### src/hdl/pbc_pkg.sv
// Package for the partitioned block convolver.
// Holds shared constants, the sequencer state type and the per-tap control struct.
// No dependencies.
package pbc_pkg;

  localparam int BLOCK_SIZE_DEF = 64;
  localparam int MAX_BLOCKS_DEF = 16;

  localparam int SAMPLE_W = 16;
  localparam int IDX_W    = 10;
  localparam int KL_W     = 11;

  localparam logic REQ_SAMPLE = 1'b0;
  localparam logic REQ_COEF   = 1'b1;

  typedef enum logic [2:0] {
    ST_CLEAR,
    ST_IDLE,
    ST_START,
    ST_RUN,
    ST_DRAIN
  } pbc_state_e;

  // Control that travels alongside one multiply-accumulate step.
  typedef struct packed {
    logic valid;
    logic first;
    logic last;
    logic zero;
  } pbc_tap_t;

endpackage

### src/hdl/pbc_mac.sv
// Shared multiply-accumulate unit with rounding and saturation to Q1.15.
// Depends on pbc_pkg for the tap control struct.
module pbc_mac #(
  parameter int BLOCK_SIZE = pbc_pkg::BLOCK_SIZE_DEF,
  parameter int MAX_BLOCKS = pbc_pkg::MAX_BLOCKS_DEF,
  localparam int KMAX = BLOCK_SIZE * MAX_BLOCKS,
  localparam int AW   = 2 * pbc_pkg::SAMPLE_W + $clog2(KMAX) + 1
) (
  input  logic                                clk_i,
  input  logic                                rst_ni,
  input  pbc_pkg::pbc_tap_t                   tap_i,
  input  logic signed [pbc_pkg::SAMPLE_W-1:0] coef_i,
  input  logic signed [pbc_pkg::SAMPLE_W-1:0] sample_i,
  output logic                                done_o,
  output logic signed [pbc_pkg::SAMPLE_W-1:0] result_o,
  output logic                                sat_o
);

  localparam int PW = 2 * pbc_pkg::SAMPLE_W;
  localparam logic signed [AW-1:0] RND  = AW'(16384);
  localparam logic signed [AW-1:0] QMAX = AW'(32767);
  localparam logic signed [AW-1:0] QMIN = AW'(-32768);

  pbc_pkg::pbc_tap_t    tap1_q;
  pbc_pkg::pbc_tap_t    tap2_q;
  logic signed [PW-1:0] prod;
  logic signed [PW-1:0] prod_q, prod_d;
  logic signed [AW-1:0] acc_q, acc_d;
  logic                 done_q;
  logic signed [AW-1:0] quot;

  assign prod = coef_i * sample_i;

  // The tap control is delayed once to meet the registered store read data and
  // once more alongside the product. Taps reaching before the stream start
  // contribute nothing, whatever the history holds there.
  always_comb begin
    prod_d = tap1_q.zero ? '0 : prod;
    acc_d  = acc_q;
    if (tap2_q.valid) begin
      if (tap2_q.first) begin
        acc_d = AW'(prod_q);
      end else begin
        acc_d = acc_q + AW'(prod_q);
      end
    end
  end

  always_ff @(posedge clk_i or negedge rst_ni) begin
    if (!rst_ni) begin
      tap1_q <= '0;
      tap2_q <= '0;
      done_q <= 1'b0;
    end else begin
      tap1_q <= tap_i;
      tap2_q <= tap1_q;
      done_q <= tap2_q.valid && tap2_q.last;
    end
  end

  always_ff @(posedge clk_i) begin
    prod_q <= prod_d;
    acc_q  <= acc_d;
  end

  // Halves go upwards: add half a Q1.15 step, then floor with an arithmetic shift.
  always_comb begin
    quot = (acc_q + RND) >>> 15;
    if (quot > QMAX) begin
      result_o = QMAX[pbc_pkg::SAMPLE_W-1:0];
      sat_o    = 1'b1;
    end else if (quot < QMIN) begin
      result_o = QMIN[pbc_pkg::SAMPLE_W-1:0];
      sat_o    = 1'b1;
    end else begin
      result_o = quot[pbc_pkg::SAMPLE_W-1:0];
      sat_o    = 1'b0;
    end
  end

  assign done_o = done_q;

endmodule

### config.mk
export PLATFORM = sky130hd
export DESIGN_NAME = pbc_mac
export DESIGN_NICKNAME = d
export VERILOG_FILES = /design/src/hdl/pbc_pkg.sv /design/src/hdl/pbc_mac.sv
export SDC_FILE = /design/constraint.sdc
export NUM_CORES = 1
export LEC_CHECK = 0
export BUFFER_PORTS_ARGS = -buffer_cell sky130_fd_sc_hd__buf_2
export CAP_MARGIN = 20
export CORE_MARGIN = 3
export CORE_UTILIZATION = 55
export DETAILED_ROUTE_END_ITERATION = 10
export PLACE_DENSITY = 0.85
export SLEW_MARGIN = 30
export SYNTH_ARGS = -nofsm -noshare
export SYNTH_HDL_FRONTEND = slang
export SYNTH_SLANG_ARGS = --single-unit
export TNS_END_PERCENT = 50
### constraint.sdc
create_clock -name clk_i -period 2.5 [get_ports clk_i]
set_input_delay 0.125 -clock clk_i [delete_from_list [all_inputs] [get_ports clk_i]]
set_output_delay 0.125 -clock clk_i [all_outputs]
set_load 0.01 [all_outputs]
### After elaboration in Yosys (flattened, before gate mapping)

Index checks and enable logic that the tools add are counted.

* bits in registers: 83
* bits of input ports: 38
* output and inout bits: 18
* logic and storage cells: 21

* add/sub/neg operators: 2
* multipliers: 1
* $lt $le $gt $ge: 2
* multiplexer cells: 5
* reductions and logical operators: 1

Operator list (number)
* 43-bit by 16-bit adder with 43-bit output, second input constant: 1
* 43-bit by 32-bit adder with 43-bit output: 1
* 43-bit two-way mux: 1
* 16-bit by 16-bit multiplier with 32-bit output: 1
* 16-bit two-way mux: 2
* 28-bit by 16-bit greater-than comparator with 1-bit output, second input constant: 1
* 28-bit by 16-bit < comparator with 1-bit output, second input constant: 1
* 1-bit two-way mux: 2
* 1-bit logical AND: 1

### Depth between registers and ports, before layout

* depth in word-level cells: 4
* mapped depth: 24
* depth with buffers taken out: 23

### Least setup slack after synthesis

OpenSTA, ideal clock, no wires.

* path type: input -> register
* start: input port coef_i[15] (netlist name)
* end: register prod_q[30]
* library setup time: 62 ps
* arrival time: 5750 ps
* data required time: 2438 ps
* setup slack: -3311 ps
* cell stages on the path: 20
* buffers on the path: 1
* path through: clkbuf_1 -> nand2_1 -> fa_1 -> inv_1 -> fa_1 -> inv_1 -> fa_1 -> inv_1 -> fa_1 -> fa_1 -> inv_1 -> fa_1 -> inv_1 -> ha_1 -> o21a_1 -> nand2_1 -> o21ai_0 -> a21oi_1 -> or4b_1 -> nand3_1

* word-level cells in the longest chain between the ends: 1

RTL lines
* start: declaration: RTL line pbc_mac.sv:12 `input logic signed [pbc_pkg::SAMPLE_W-1:0] coef_i,`
* 16-bit by 16-bit multiplier with 32-bit output: RTL line pbc_mac.sv:32 `assign prod = coef_i * sample_i;`
* end signal: assignment: RTL line pbc_mac.sv:62 `prod_q <= prod_d;`
* end: declaration: RTL line pbc_mac.sv:27 `logic signed [PW-1:0] prod_q, prod_d;`

No other way between the ends.
A chain may end at the register's enable or synchronous reset.

### Worst setup path after layout

* start: input port sample_i[8] (netlist name)
* end: register prod_q[24]

* word-level cells in the longest chain between the ends: 1

RTL lines
* start: declaration: RTL line pbc_mac.sv:13 `input logic signed [pbc_pkg::SAMPLE_W-1:0] sample_i,`
* 16-bit by 16-bit multiplier with 32-bit output: RTL line pbc_mac.sv:32

No other way between the ends.

==> run metrics <==
status finished, violations left; failing checks setup timing; max-slew violation count 0; fin crit share 2.32; CTS tree built; Seq/Total Area, Yosys 0.133; Setup Viol. Count Final 71; slowest stage cell, crit path fa_1; Synth Net Count 2237; type of the worst setup path in2reg; Worst-Margin Slew 0.636 ns; CTS buffer count 9; Max-cap violations 0; clock sinks 83; Synth Area per Inst 8.87 µm²; max incr delay on CP 0.57 ns; Routed Wire Length 57700 µm; gr usage total 0.332; row cnt 61; Startpoint Class input pin; crit path buf inv count 6; fin worst setup slack -3.30 ns; Hold Fails Final Rpt 0; Crit Path Max Fanout 7; Die ar. 0.0313 mm²; Top Ports 56; dpl ws -3.33 ns; worst hold path class in2async; CP top delay family adder cells; RSZ-0062 raised after global routing true; die span in y 177 µm; Vias/cell 6.28; Max-slew headroom 0.576; cell area after synthesis 0.0161 mm²; # DRC 0; most frequent CP cell fa_1; clk_lat worst skew 0.35 ns; post-route minimum period 5.80 ns; Critical Path AT 6.08 ns; ys async rst share 0.0964; post-route ant nets 0; Initial Utilization 0.567; Yosys cell types 80; routed vias 15853; Pre-Repair DR Iteration Count 7; Syn Inst Count 1811; final core utilization 0.760; Placer Congestion 0.955; initial DRC count 1702; area grow syn2layout 34.0%; cells along the critical path buf_6 -> nand2_1 -> fa_1 -> inv_1 -> fa_1 -> inv_1 -> fa_1 -> inv_2 -> fa_2 -> fa_1 -> inv_1 -> fa_1 -> inv_1 -> ha_2 -> a21o_1 -> a21o_1 -> a21o_1 -> a211oi_2 -> o31ai_4 -> a21oi_2 -> or4b_4 -> nand3_2; WP data required 2.79 ns; Worst Skew 0.0149 ns; ys flop type edfxtp_1; number of buffers added on ports 55; average routed wire per standard cell 22.9 µm; global-route wire length before repair 83300 µm; CTS Buffer Depth 2; root buf cell clkbuf_16; clock transition at the registers of the reported paths 0.07 ns; Yosys Warn Count 0; Overflow after GRT 0; vias in the first global route 16505; initial antenna violation count 0; Final HPWL DP 34100 µm; share of cells above drive strength 1 0.336; fmax 172 MHz; # diodes 0; Synth Register Bits 83; Post-synth EDFFs 43; nets 2567; H-tree levels 3; largest net degree at the start of global routing 76; Core ar. 0.0283 mm²; Critical Path Sink Type flop; Die W 177 µm
-- final timing paths --
check	cells after the start	slack, ns	startpoint	endpoint
worst max-delay path	22	-3.30	sample_i[8]	prod_q[24]
worst min-delay path	2	0.13	rst_ni	done_o
worst max register to register	10	-0.41	acc_q[11]	acc_q[41]
worst min register to register	0	0.35	tap1_q[3]	tap2_q[3]
max in group asynchronous	2	2.20	rst_ni	tap2_q[3]
min in group clk_i	4	0.30	sample_i[0]	prod_q[0]
-- placed cells by master, fill, tap and decap left out, drive strengths merged, types with 12 or more instances in the layout --
cell,synthesis,layout
a211oi,14,14
a21o,33,33
a21oi,62,62
and2,133,133
and3,12,12
buf,4,379
dfxtp,32,32
edfxtp,43,43
fa,263,263
ha,125,125
inv,340,344
nand2,196,196
nand2b,17,17
nand3,41,41
nand4,12,12
nor2,74,74
nor2b,14,14
nor3,21,21
o21ai,81,81
xnor2,37,37
xor2,34,34
-- through the flow --
step,hold WS (ns),TNS (ns),instance area (µm²),instances
after floorplan,-0.171,-60.53,16500,1811
after global placement,-0.0361,-78.75,19000,2461
after detailed placement,-0.0295,-86.61,19000,2461
after CTS,0.129,-68.07,21000,2515
after global routing,0.152,-88.08,21500,2524
final,0.130,-80.71,21500,2524
-- kinds of logic after synthesis --
group / share of synthesized area
AND/OR/NAND/NOR: 0.184
XOR/XNOR: 0.0387
flip-flops: 0.133
multiplexers: 0.00475
adder cells (fa/ha/maj): 0.425
AO/OA/AOI/OAI: 0.119
buffers and inverters: 0.0957
-- worst reg2reg max path: stages, from the launching register on --
cell and delay, ns:
edfxtp_1 0.39, ha_1 0.44, a21oi_1 0.18, o21ai_0 0.27, a31oi_1 0.07, buf_4 0.17
a211oi_4 0.28, o211ai_1 0.18, a21oi_2 0.25, nor3_1 0.07, or3b_1 0.35
-- layer usage --
metal	vias to the layer above	global-route usage	part of all wire	wire length, µm
met2	1252	0.602	0.49	28100
met3	468	0.0470	0.091	5270
met4	0	0.165	0.084	4850
met1	7668	0.383	0.34	19500
li1	6465	-	-	-
met5	-	0	0	0
-- Yosys cell counts, types with 5 or more instances --
| cell | number | area, µm² |
|---|---|---|
| xnor2_1 | 37 | 324 |
| xor2_1 | 34 | 298 |
| edfxtp_1 | 43 | 1290 |
| a21oi_1 | 62 | 310 |
| and2_1 | 133 | 832 |
| o21bai_1 | 8 | 60.1 |
| and3_1 | 12 | 75.1 |
| o22ai_1 | 6 | 37.5 |
| a31oi_1 | 9 | 56.3 |
| nand3_1 | 40 | 200 |
| nand2b_1 | 17 | 106 |
| nand2_1 | 195 | 732 |
| o21ai_0 | 71 | 355 |
| nand4_1 | 11 | 68.8 |
| nor4b_1 | 7 | 61.3 |
| dfrtp_1 | 8 | 200 |
| nor3_1 | 19 | 95.1 |
| o31ai_1 | 7 | 52.6 |
| a211oi_1 | 14 | 105 |
| ha_1 | 125 | 1560 |
| o21ai_2 | 10 | 87.6 |
| clkbuf_1 | 61 | 229 |
| nor3b_1 | 9 | 67.6 |
| or3_1 | 5 | 31.3 |
| nor2b_1 | 14 | 87.6 |
| dfxtp_1 | 32 | 641 |
| a211o_1 | 5 | 43.8 |
| fa_1 | 263 | 5270 |
| o211ai_1 | 11 | 82.6 |
| a21o_1 | 33 | 248 |
| nor2_1 | 74 | 278 |
| inv_1 | 340 | 1280 |
| o21a_1 | 10 | 75.1 |
| a21boi_0 | 6 | 45.0 |
| mux2_2 | 5 | 56.3 |
-- what timing repair did --
item,4_1_cts,5_1_grt
endpoints found under the hold margin,12,0
gates resized for setup,309,109
buffers inserted,31,14
hold buffers,5,0
cloned,3,0
endpoints found under the setup margin,74,73
pin swaps,163,84
-- cell type report --
class	instances	area [µm²]
multi-input combinational	1322	14100
sequential	83	2140
tap	378	473
clock buffer	10	229
inverter	340	1280
timing repair buffer	385	3260
clock inverter	6	57.6
fill	1570	6800
-- flip-flops by register name (all words and copies together), names as in the netlist --
register  cells
done_o        1
prod_q       32
acc_q        43
tap1_q        4
tap2_q        3
Power is left out: the tool's default activity adds up to more than one toggle a clock period on the data nets, which glitch-free logic cannot reach.
