### src/hdl/pbc_pkg.sv
// Package for the partitioned block convolver.
// Holds shared constants, the sequencer state type and the per-tap control struct.
// No dependencies.
package pbc_pkg;

  localparam int BLOCK_SIZE_DEF = 64;
  localparam int MAX_BLOCKS_DEF = 16;

  localparam int SAMPLE_W = 16;
  localparam int IDX_W    = 10;
  localparam int KL_W     = 11;

  localparam logic REQ_SAMPLE = 1'b0;
  localparam logic REQ_COEF   = 1'b1;

  typedef enum logic [2:0] {
    ST_CLEAR,
    ST_IDLE,
    ST_START,
    ST_RUN,
    ST_DRAIN
  } pbc_state_e;

  // Control that travels alongside one multiply-accumulate step.
  typedef struct packed {
    logic valid;
    logic first;
    logic last;
    logic zero;
  } pbc_tap_t;

endpackage

### src/hdl/pbc_sequencer.sv
// Sequencer of the partitioned block convolver: clearing pass, input handling,
// history pointers and the tap loop. Depends on pbc_pkg.
module pbc_sequencer #(
  parameter int BLOCK_SIZE = pbc_pkg::BLOCK_SIZE_DEF,
  parameter int MAX_BLOCKS = pbc_pkg::MAX_BLOCKS_DEF,
  localparam int KMAX = BLOCK_SIZE * MAX_BLOCKS,
  localparam int HD   = KMAX + BLOCK_SIZE,
  localparam int KW   = $clog2(KMAX),
  localparam int HAW  = $clog2(HD)
) (
  input  logic                                clk_i,
  input  logic                                rst_ni,
  input  logic                                in_valid_i,
  output logic                                in_stall_o,
  input  logic                                req_type_i,
  input  logic [pbc_pkg::IDX_W-1:0]           coef_index_i,
  input  logic signed [pbc_pkg::SAMPLE_W-1:0] coef_value_i,
  input  logic [pbc_pkg::KL_W-1:0]            kernel_length_i,
  input  logic                                out_free_i,
  input  logic                                mac_done_i,
  output logic                                rd_en_o,
  output logic                                coef_we_o,
  output logic [KW-1:0]                       coef_addr_o,
  output logic signed [pbc_pkg::SAMPLE_W-1:0] coef_wdata_o,
  output logic                                hist_we_o,
  output logic [HAW-1:0]                      hist_addr_o,
  output pbc_pkg::pbc_tap_t                   tap_o,
  output logic                                j_last_o
);

  localparam int CNTW = $clog2(HD + 1);
  localparam int PW   = $clog2(BLOCK_SIZE);
  localparam int HAW1 = HAW + 1;

  pbc_pkg::pbc_state_e state_q, state_d;
  logic [KW-1:0]   clr_q, clr_d;
  logic [HAW-1:0]  wp_q, wp_d;
  logic [CNTW-1:0] cnt_q, cnt_d;
  logic [PW-1:0]   pos_q, pos_d;
  logic [PW-1:0]   j_q, j_d;
  logic [HAW-1:0]  base_q, base_d;
  logic [HAW-1:0]  nb_q, nb_d;
  logic [KW-1:0]   k_q, k_d;
  logic [HAW-1:0]  rp_q, rp_d;
  logic [HAW-1:0]  n_q, n_d;
  logic [KW-1:0]   tm1_q, tm1_d;
  logic [KW-1:0]   taps_m1;
  logic [HAW-1:0]  wp_inc;
  logic [CNTW-1:0] cnt_inc;
  logic [HAW1-1:0] bsum;
  logic [HAW1-1:0] rsum;

  // Taps in use, less one: zero counts as one tap, anything past the store as all.
  always_comb begin
    if (kernel_length_i == '0) begin
      taps_m1 = '0;
    end else if (32'(kernel_length_i) > 32'(KMAX)) begin
      taps_m1 = KW'(KMAX - 1);
    end else begin
      taps_m1 = KW'(kernel_length_i - pbc_pkg::KL_W'(1));
    end
  end

  always_comb begin
    wp_inc  = (wp_q == HAW'(HD - 1)) ? '0 : wp_q + 1'b1;
    cnt_inc = (cnt_q == CNTW'(HD)) ? cnt_q : cnt_q + 1'b1;
    if (wp_inc >= HAW'(BLOCK_SIZE)) begin
      bsum = HAW1'(wp_inc) - HAW1'(BLOCK_SIZE);
    end else begin
      bsum = HAW1'(wp_inc) + HAW1'(HD - BLOCK_SIZE);
    end
    rsum = HAW1'(base_q) + HAW1'(j_q);
  end

  always_comb begin
    state_d      = state_q;
    clr_d        = clr_q;
    wp_d         = wp_q;
    cnt_d        = cnt_q;
    pos_d        = pos_q;
    j_d          = j_q;
    base_d       = base_q;
    nb_d         = nb_q;
    k_d          = k_q;
    rp_d         = rp_q;
    n_d          = n_q;
    tm1_d        = tm1_q;
    in_stall_o   = 1'b1;
    rd_en_o      = 1'b0;
    coef_we_o    = 1'b0;
    coef_addr_o  = k_q;
    coef_wdata_o = coef_value_i;
    hist_we_o    = 1'b0;
    hist_addr_o  = wp_q;
    tap_o        = '0;

    unique case (state_q)
      pbc_pkg::ST_CLEAR: begin
        coef_we_o    = 1'b1;
        coef_addr_o  = clr_q;
        coef_wdata_o = '0;
        clr_d        = clr_q + 1'b1;
        if (clr_q == KW'(KMAX - 1)) begin
          state_d = pbc_pkg::ST_IDLE;
        end
      end
      pbc_pkg::ST_IDLE: begin
        in_stall_o = 1'b0;
        if (in_valid_i) begin
          if (req_type_i == pbc_pkg::REQ_COEF) begin
            coef_addr_o = KW'(coef_index_i);
            coef_we_o   = 32'(coef_index_i) < 32'(KMAX);
            wp_d        = '0;
            cnt_d       = '0;
            pos_d       = '0;
          end else begin
            hist_we_o = 1'b1;
            wp_d      = wp_inc;
            cnt_d     = cnt_inc;
            if (pos_q == PW'(BLOCK_SIZE - 1)) begin
              pos_d   = '0;
              base_d  = HAW'(bsum);
              nb_d    = HAW'(cnt_inc - CNTW'(BLOCK_SIZE));
              j_d     = '0;
              tm1_d   = taps_m1;
              state_d = pbc_pkg::ST_START;
            end else begin
              pos_d = pos_q + 1'b1;
            end
          end
        end
      end
      pbc_pkg::ST_START: begin
        if (out_free_i) begin
          k_d     = '0;
          rp_d    = (rsum >= HAW1'(HD)) ? HAW'(rsum - HAW1'(HD)) : HAW'(rsum);
          n_d     = nb_q + HAW'(j_q);
          state_d = pbc_pkg::ST_RUN;
        end
      end
      pbc_pkg::ST_RUN: begin
        rd_en_o     = 1'b1;
        coef_addr_o = k_q;
        hist_addr_o = rp_q;
        tap_o.valid = 1'b1;
        tap_o.first = (k_q == '0);
        tap_o.last  = (k_q == tm1_q);
        tap_o.zero  = HAW'(k_q) > n_q;
        k_d         = k_q + 1'b1;
        rp_d        = (rp_q == '0) ? HAW'(HD - 1) : rp_q - 1'b1;
        if (k_q == tm1_q) begin
          state_d = pbc_pkg::ST_DRAIN;
        end
      end
      pbc_pkg::ST_DRAIN: begin
        if (mac_done_i) begin
          if (j_q == PW'(BLOCK_SIZE - 1)) begin
            state_d = pbc_pkg::ST_IDLE;
          end else begin
            j_d     = j_q + 1'b1;
            state_d = pbc_pkg::ST_START;
          end
        end
      end
      default: begin
        state_d = pbc_pkg::ST_IDLE;
      end
    endcase
  end

  assign j_last_o = (j_q == PW'(BLOCK_SIZE - 1));

  always_ff @(posedge clk_i or negedge rst_ni) begin
    if (!rst_ni) begin
      state_q <= pbc_pkg::ST_CLEAR;
      clr_q   <= '0;
      wp_q    <= '0;
      cnt_q   <= '0;
      pos_q   <= '0;
      j_q     <= '0;
    end else begin
      state_q <= state_d;
      clr_q   <= clr_d;
      wp_q    <= wp_d;
      cnt_q   <= cnt_d;
      pos_q   <= pos_d;
      j_q     <= j_d;
    end
  end

  always_ff @(posedge clk_i) begin
    base_q <= base_d;
    nb_q   <= nb_d;
    k_q    <= k_d;
    rp_q   <= rp_d;
    n_q    <= n_d;
    tm1_q  <= tm1_d;
  end

endmodule

### config.mk
export PLATFORM = sky130hd
export DESIGN_NAME = pbc_sequencer
export DESIGN_NICKNAME = d
export VERILOG_FILES = /design/src/hdl/pbc_pkg.sv /design/src/hdl/pbc_sequencer.sv
export SDC_FILE = /design/constraint.sdc
export NUM_CORES = 1
export LEC_CHECK = 0
export ABC_AREA = 1
export BUFFER_PORTS_ARGS = -buffer_cell sky130_fd_sc_hd__buf_4
export CORE_MARGIN = 5
export CORE_UTILIZATION = 45
export CTS_CLUSTER_SIZE = 20
export DETAILED_ROUTE_END_ITERATION = 6
export GPL_ROUTABILITY_DRIVEN = 1
export MAX_ROUTING_LAYER = met4
export PLACE_DENSITY = 0.75
export SLEW_MARGIN = 20
export SYNTH_ARGS = -nofsm -noshare
export SYNTH_HDL_FRONTEND = slang
export SYNTH_SLANG_ARGS = --single-unit
### constraint.sdc
create_clock -name clk_i -period 3.45 [get_ports clk_i]
set_clock_uncertainty 0.2 [all_clocks]
set_input_delay 0.69 -clock clk_i [delete_from_list [all_inputs] [get_ports clk_i]]
set_output_delay 0.69 -clock clk_i [all_outputs]
set_load 0.02 [all_outputs]
==> Word-level counts from Yosys, hierarchy flattened <==
Cells that the tools add are included.
{ "word_totals": {"regBits": 111, "in_bits": 43, "elab_cells": 104} }
{ "classes": {"n_addsub": 14, "magnitude_cmp": 4, "n_eq_ne": 18, "muxes": 43, "bitwise_logic": 1, "n_reduce_logical": 12} }
{ "op_table": {"columns": ["cell", "count"], "rows": [
  ["$mux W11", 9],
  ["$mux W6", 7],
  ["$mux W10", 4],
  ["$pmux W10 S2", 2],
  ["$add A11 B1 Y11 const B", 2],
  ["$eq A11 B11 Y1 const B", 2],
  ["$logic_not A11 Y1", 2],
  ["$pmux W11 S2", 1],
  ["$sub A11 B7 Y11 const B", 2],
  ["$mux W3", 7],
  ["$add A10 B1 Y10 const B", 2],
  ["$mux W16", 1],
  ["$ne A2 B2 Y1 const B", 8],
  ["$pmux W3 S5", 1],
  ["$add A11 B6 Y12", 1],
  ["$add A6 B1 Y6 const B", 2],
  ["$eq A6 B6 Y1 const B", 2],
  ["$ge A12 B11 Y1 const B", 1],
  ["$pmux W6 S2", 1],
  ["$add A11 B11 Y11 const B", 1],
  ["$add A11 B6 Y11", 1],
  ["$ge A11 B7 Y1 const B", 1],
  ["$gt A10 B11 Y1", 1],
  ["$gt A11 B11 Y1 const B", 1],
  ["20 further kinds", 30]
]} }

==> Depth between registers and ports, before layout <==
{ "depth": {"ltp_word": 5, "ltp_mapped": 23} }

==> Worst setup path before layout <==
Ideal clock, no wire load.
{ "synth_path": {"path_type": "input to register", "start": "in in_valid_i", "end": "reg base_q[0] (enable)", "arrival_time_ns": 2.694, "required_ns": 2.829, "setup_slack_ns": 0.135, "stages": 5, "path_buffers": 1, "cell_sequence": "inv_1 -> nor2_1 -> nand2_4 -> clkbuf_1 -> nor2_1"} }
{ "synth_between": {"elab_chain_cells": 1} }
{ "synth_lines": {"columns": ["item", "line_no", "rtl"], "rows": [
  ["from (decl)", "pbc_sequencer.sv:13", "input logic in_valid_i,"],
  ["$reduce_and A4 Y1 (no line)", null, null],
  ["to (signal assigned)", "pbc_sequencer.sv:192", "base_q <= base_d;"],
  ["to (decl)", "pbc_sequencer.sv:41", "logic [HAW-1:0] base_q, base_d;"]
]} }
Every way passes these cells.
A chain may end at the register's enable or synchronous reset.

==> reports/qor.yml <==
worst_setup_path:
  slowest_delay_ns: 0.43
  crit_path_start_kind: "flip-flop"
  r2r_cells: 22
  worstPathMaxFanout: 6
  cp_num_buf_inv: 2
  rr_startpoint: "j_q[0]$_DFFE_PN0P_"
  critical_path.top_delay_family: "simple AND/OR/NAND/NOR gates"
  regToRegSetupSlack_ns: 0.38
  end_kind: "primary output"
  cp_slowest_cell: "edfxtp_1"
  path_depth: 8
  worstSetupPathType: "flip-flop to primary output"
  path_cells: "inv_1 > nor2_1 > nor4b_1 > nand4_1 > o21ai_0 > nand2_1 > nor2_1 > buf_4"
  cp.required_ns: 2.56
  arrival_ns: 2.37
  r2r-end: "rp_q[7]$_DFFE_PP_"
  critPathMostFrequentCell: "nor2_1"
floorplanning:
  ios: 89
  coreArea_mm2: 0.0164
  die_h_um: 139
  start_util: 0.453
  dieWidth_um: 139
  die-area_mm2: 0.0192
  rows: 47
power_and_ir_drop:
  powerDensity_mw_per_mm2: 304
  p_leak_nw: 4.15
  p_int_w: 0.00204
  share_seq_of_total_power: 0.539
  peakVddDrop_mv: 0.286
  combinationalPowerShare: 0.068
  p_switching_w: 0.000618
  clkPwrFrac: 0.393
  p_sw_frac: 0.233
clocking:
  cts_tree: "built"
  clock_sinks: 111
  cts_buffer_depth: 2
  hold_buffers: 0
  clk_latency_ns: 0.36
  ctsRootBufferMaster: "clkbuf_16"
  cts_htree_levels: 3
  clkTransAtPathRegs_ns: 0.08
  cts_buffers: 9
final_layout:
  layout.nets: 1083
  multi_input_area_mm2: 0.00371
  area.sequential_mm2: 0.00310
  drive_gt1_frac: 0.188
  fillers: 1496
  final_util: 0.532
  synthToLayoutAreaGrowth_pct: 17.3
  antenna_cells: 0
yosys:
  synth_cell_types: 57
  syn_inst: 903
  synth_fp_nets: 986
  synth-edff-count: 64
  synth_seq_cells: 111
  ys.warnings.count: 0
  netlist_area_mm2: 0.00744
  synthArstFlopShare: 0.423
  ys.flop_type: "edfxtp_1"
  synth-seq-area-share: 0.417
  avgSynthCellArea_um2: 8.23
sta:
  report.final.slew_viol_count: 0
  setup_viol: 0
  timing.final.crit_share: 0.945
  period_needed_ns: 3.26
  setup_tns_ns: 0
  hold_violations: 0
  rsz0062_at_grt: "no"
  tightest_slew_ns: 0.839
  max_freq_ghz: 0.307
  max_slew_margin: 0.438
flow_run:
  drv_cap: 0
global_route:
  antenna_found_initial: 0
  grt_remaining_overflow: 0
  grt_pass1_vias: 6069
  grt_pass1_wl_um: 29300
  grt_max_degree: 48
  grt_usage: 0.190
detailed_routing:
  vias_per_cell: 5.12
  post_drt_wl_per_cell_um: 14.3
  wl_um: 17500
  drc: 0
  drt_pass1_iterations: 5
  first_iter_violations: 613
  via_count: 6267
  ant_nets: 0
placement:
  place.gp.congestion: 0.923
  port_buffers: 88
  dpl.hpwl_um: 13500
hold_path:
  min_path_type: "primary input to async pin"
outcome:
  status: "finished clean"
-- synthesized netlist by cell type (4+ instances only) --
cell | instances | area [um2]
nand3_2 | 9 | 90.1
or2_1 | 4 | 25.0
nand3_1 | 41 | 205
inv_2 | 12 | 45.0
clkbuf_1 | 8 | 30.0
a31oi_1 | 10 | 62.6
a32oi_1 | 4 | 35.0
xor2_1 | 35 | 307
nor2_4 | 5 | 56.3
o221ai_1 | 4 | 35.0
ha_1 | 38 | 475
nand2_2 | 11 | 68.8
nand2_1 | 166 | 623
a21oi_1 | 26 | 130
edfxtp_1 | 64 | 1920
inv_1 | 146 | 548
dfrtp_1 | 47 | 1180
o22ai_1 | 21 | 131
nor3_1 | 17 | 85.1
nand4_1 | 21 | 131
nor2_2 | 5 | 31.3
xnor2_1 | 12 | 105
o21ai_0 | 56 | 280
nor3_2 | 7 | 70.1
nor2_1 | 85 | 319
-- area by class of cell --
type,count,area share
clock buffer,12,0.0294
tap,220,0.0316
clock inverter,4,0.00430
inverter,159,0.0684
multi-input combinational,619,0.425
timing repair buffer,100,0.0861
sequential,111,0.355
-- power groups by stage --
stage / registers [W] / logic [W] / clock network (W)
final: 0.00143 / 0.000179 / 0.00104
after global routing: 0.00143 / 0.000203 / 0.00112
after floorplan: 0.00146 / 0.0000947 / 0
after global placement: 0.00146 / 0.000177 / 0
after detailed placement: 0.00146 / 0.000181 / 0
after CTS: 0.00143 / 0.000182 / 0.00107
-- timing repair --
| item | CTS | global route |
|---|---|---|
| setup endpoints to repair | 0 | 4 |
| resized for setup | 0 | 6 |
| setup buffers | 0 | 2 |
-- worst register-to-register path, cell delays in order (launching register included) --
cell and delay (ns):
dfrtp_1 0.44, ha_4 0.17, inv_1 0.05, fa_2 0.34, inv_2 0.07, nand3_1 0.10, nand2_2 0.12, nand2_1 0.07
nand2_1 0.06, nand2_1 0.04, nand2_1 0.09, ha_1 0.16, nand3_1 0.07, nor2_1 0.10, nand3_1 0.08, nor2_1 0.09
nand2_1 0.05, nor2_1 0.13, nand2_2 0.12, nand3_4 0.09, nand2_1 0.07, nand3_1 0.08, nand2_1 0.05
-- cells by family after synthesis --
kind of cell | count (synthesis) | share of synthesized area
simple gates | 387 | 0.249
buf+inv | 173 | 0.0892
compound gates | 143 | 0.117
flops | 111 | 0.417
xor+xnor | 48 | 0.0575
fa+ha+maj | 40 | 0.0693
mux | 1 | 0.00135
-- state kept, by name (all words and copies together) (netlist names) --
register	cells
base_q	11
j_q	6
nb_q	11
cnt_q	11
rp_q	11
pos_q	6
wp_q	11
k_q	10
clr_q	10
n_q	11
state_q	3
tm1_q	10
-- layer usage --
layer | share of wire | vias up | track usage
met4 | 0.023 | 0 | 0.0619
li1 | - | 3182 | -
met2 | 0.48 | 163 | 0.300
met1 | 0.44 | 2896 | 0.247
met5 | 0 | - | -
met3 | 0.056 | 26 | 0.0376
-- worst max path at each step --
stage / endpoint / slack (ns) / startpoint
floorplan: base_q[0]$_DFFE_PP_ / 0.14 / in_valid_i
global placement: rp_q[7]$_DFFE_PP_ / 0.39 / j_q[0]$_DFFE_PN0P_
detailed placement: rp_q[7]$_DFFE_PP_ / 0.28 / j_q[0]$_DFFE_PN0P_
CTS: tap_o[1] / 0.25 / k_q[0]$_SDFFCE_PN0P_
global route: rp_q[6]$_DFFE_PP_ / 0.01 / j_q[0]$_DFFE_PN0P_
finish: tap_o[1] / 0.19 / k_q[0]$_SDFFCE_PN0P_
-- metrics by stage --
stage,cells,area [um2],hold WS [ns],total power [W],setup WS (ns)
2_1_floorplan,903,7440,0.194,0.00155,0.135
3_3_place_gp,1207,8390,0.263,0.00163,0.388
3_5_place_dp,1207,8390,0.272,0.00164,0.284
4_1_cts,1223,8680,0.150,0.00268,0.251
5_1_grt,1225,8720,0.185,0.00276,0.0137
6_report,1225,8720,0.138,0.00265,0.188
-- layout by cell type (no fill, tap or decap), types with 4 or more instances in the layout --
master / count
a21oi_1: 26
a31oi_1: 10
a32oi_1: 4
buf_4: 100
clkbuf_16: 9
dfrtp_1: 47
edfxtp_1: 64
ha_1: 37
inv_1: 145
inv_2: 13
nand2_1: 165
nand2_2: 12
nand3_1: 41
nand3_2: 8
nand4_1: 21
nor2_1: 84
nor2_2: 6
nor2_4: 5
nor3_1: 17
nor3_2: 7
o21ai_0: 55
o21ai_2: 4
o221ai_1: 4
o22ai_1: 21
or2_1: 4
xnor2_1: 12
xor2_1: 35
Power figures use the tool's default switching activity.
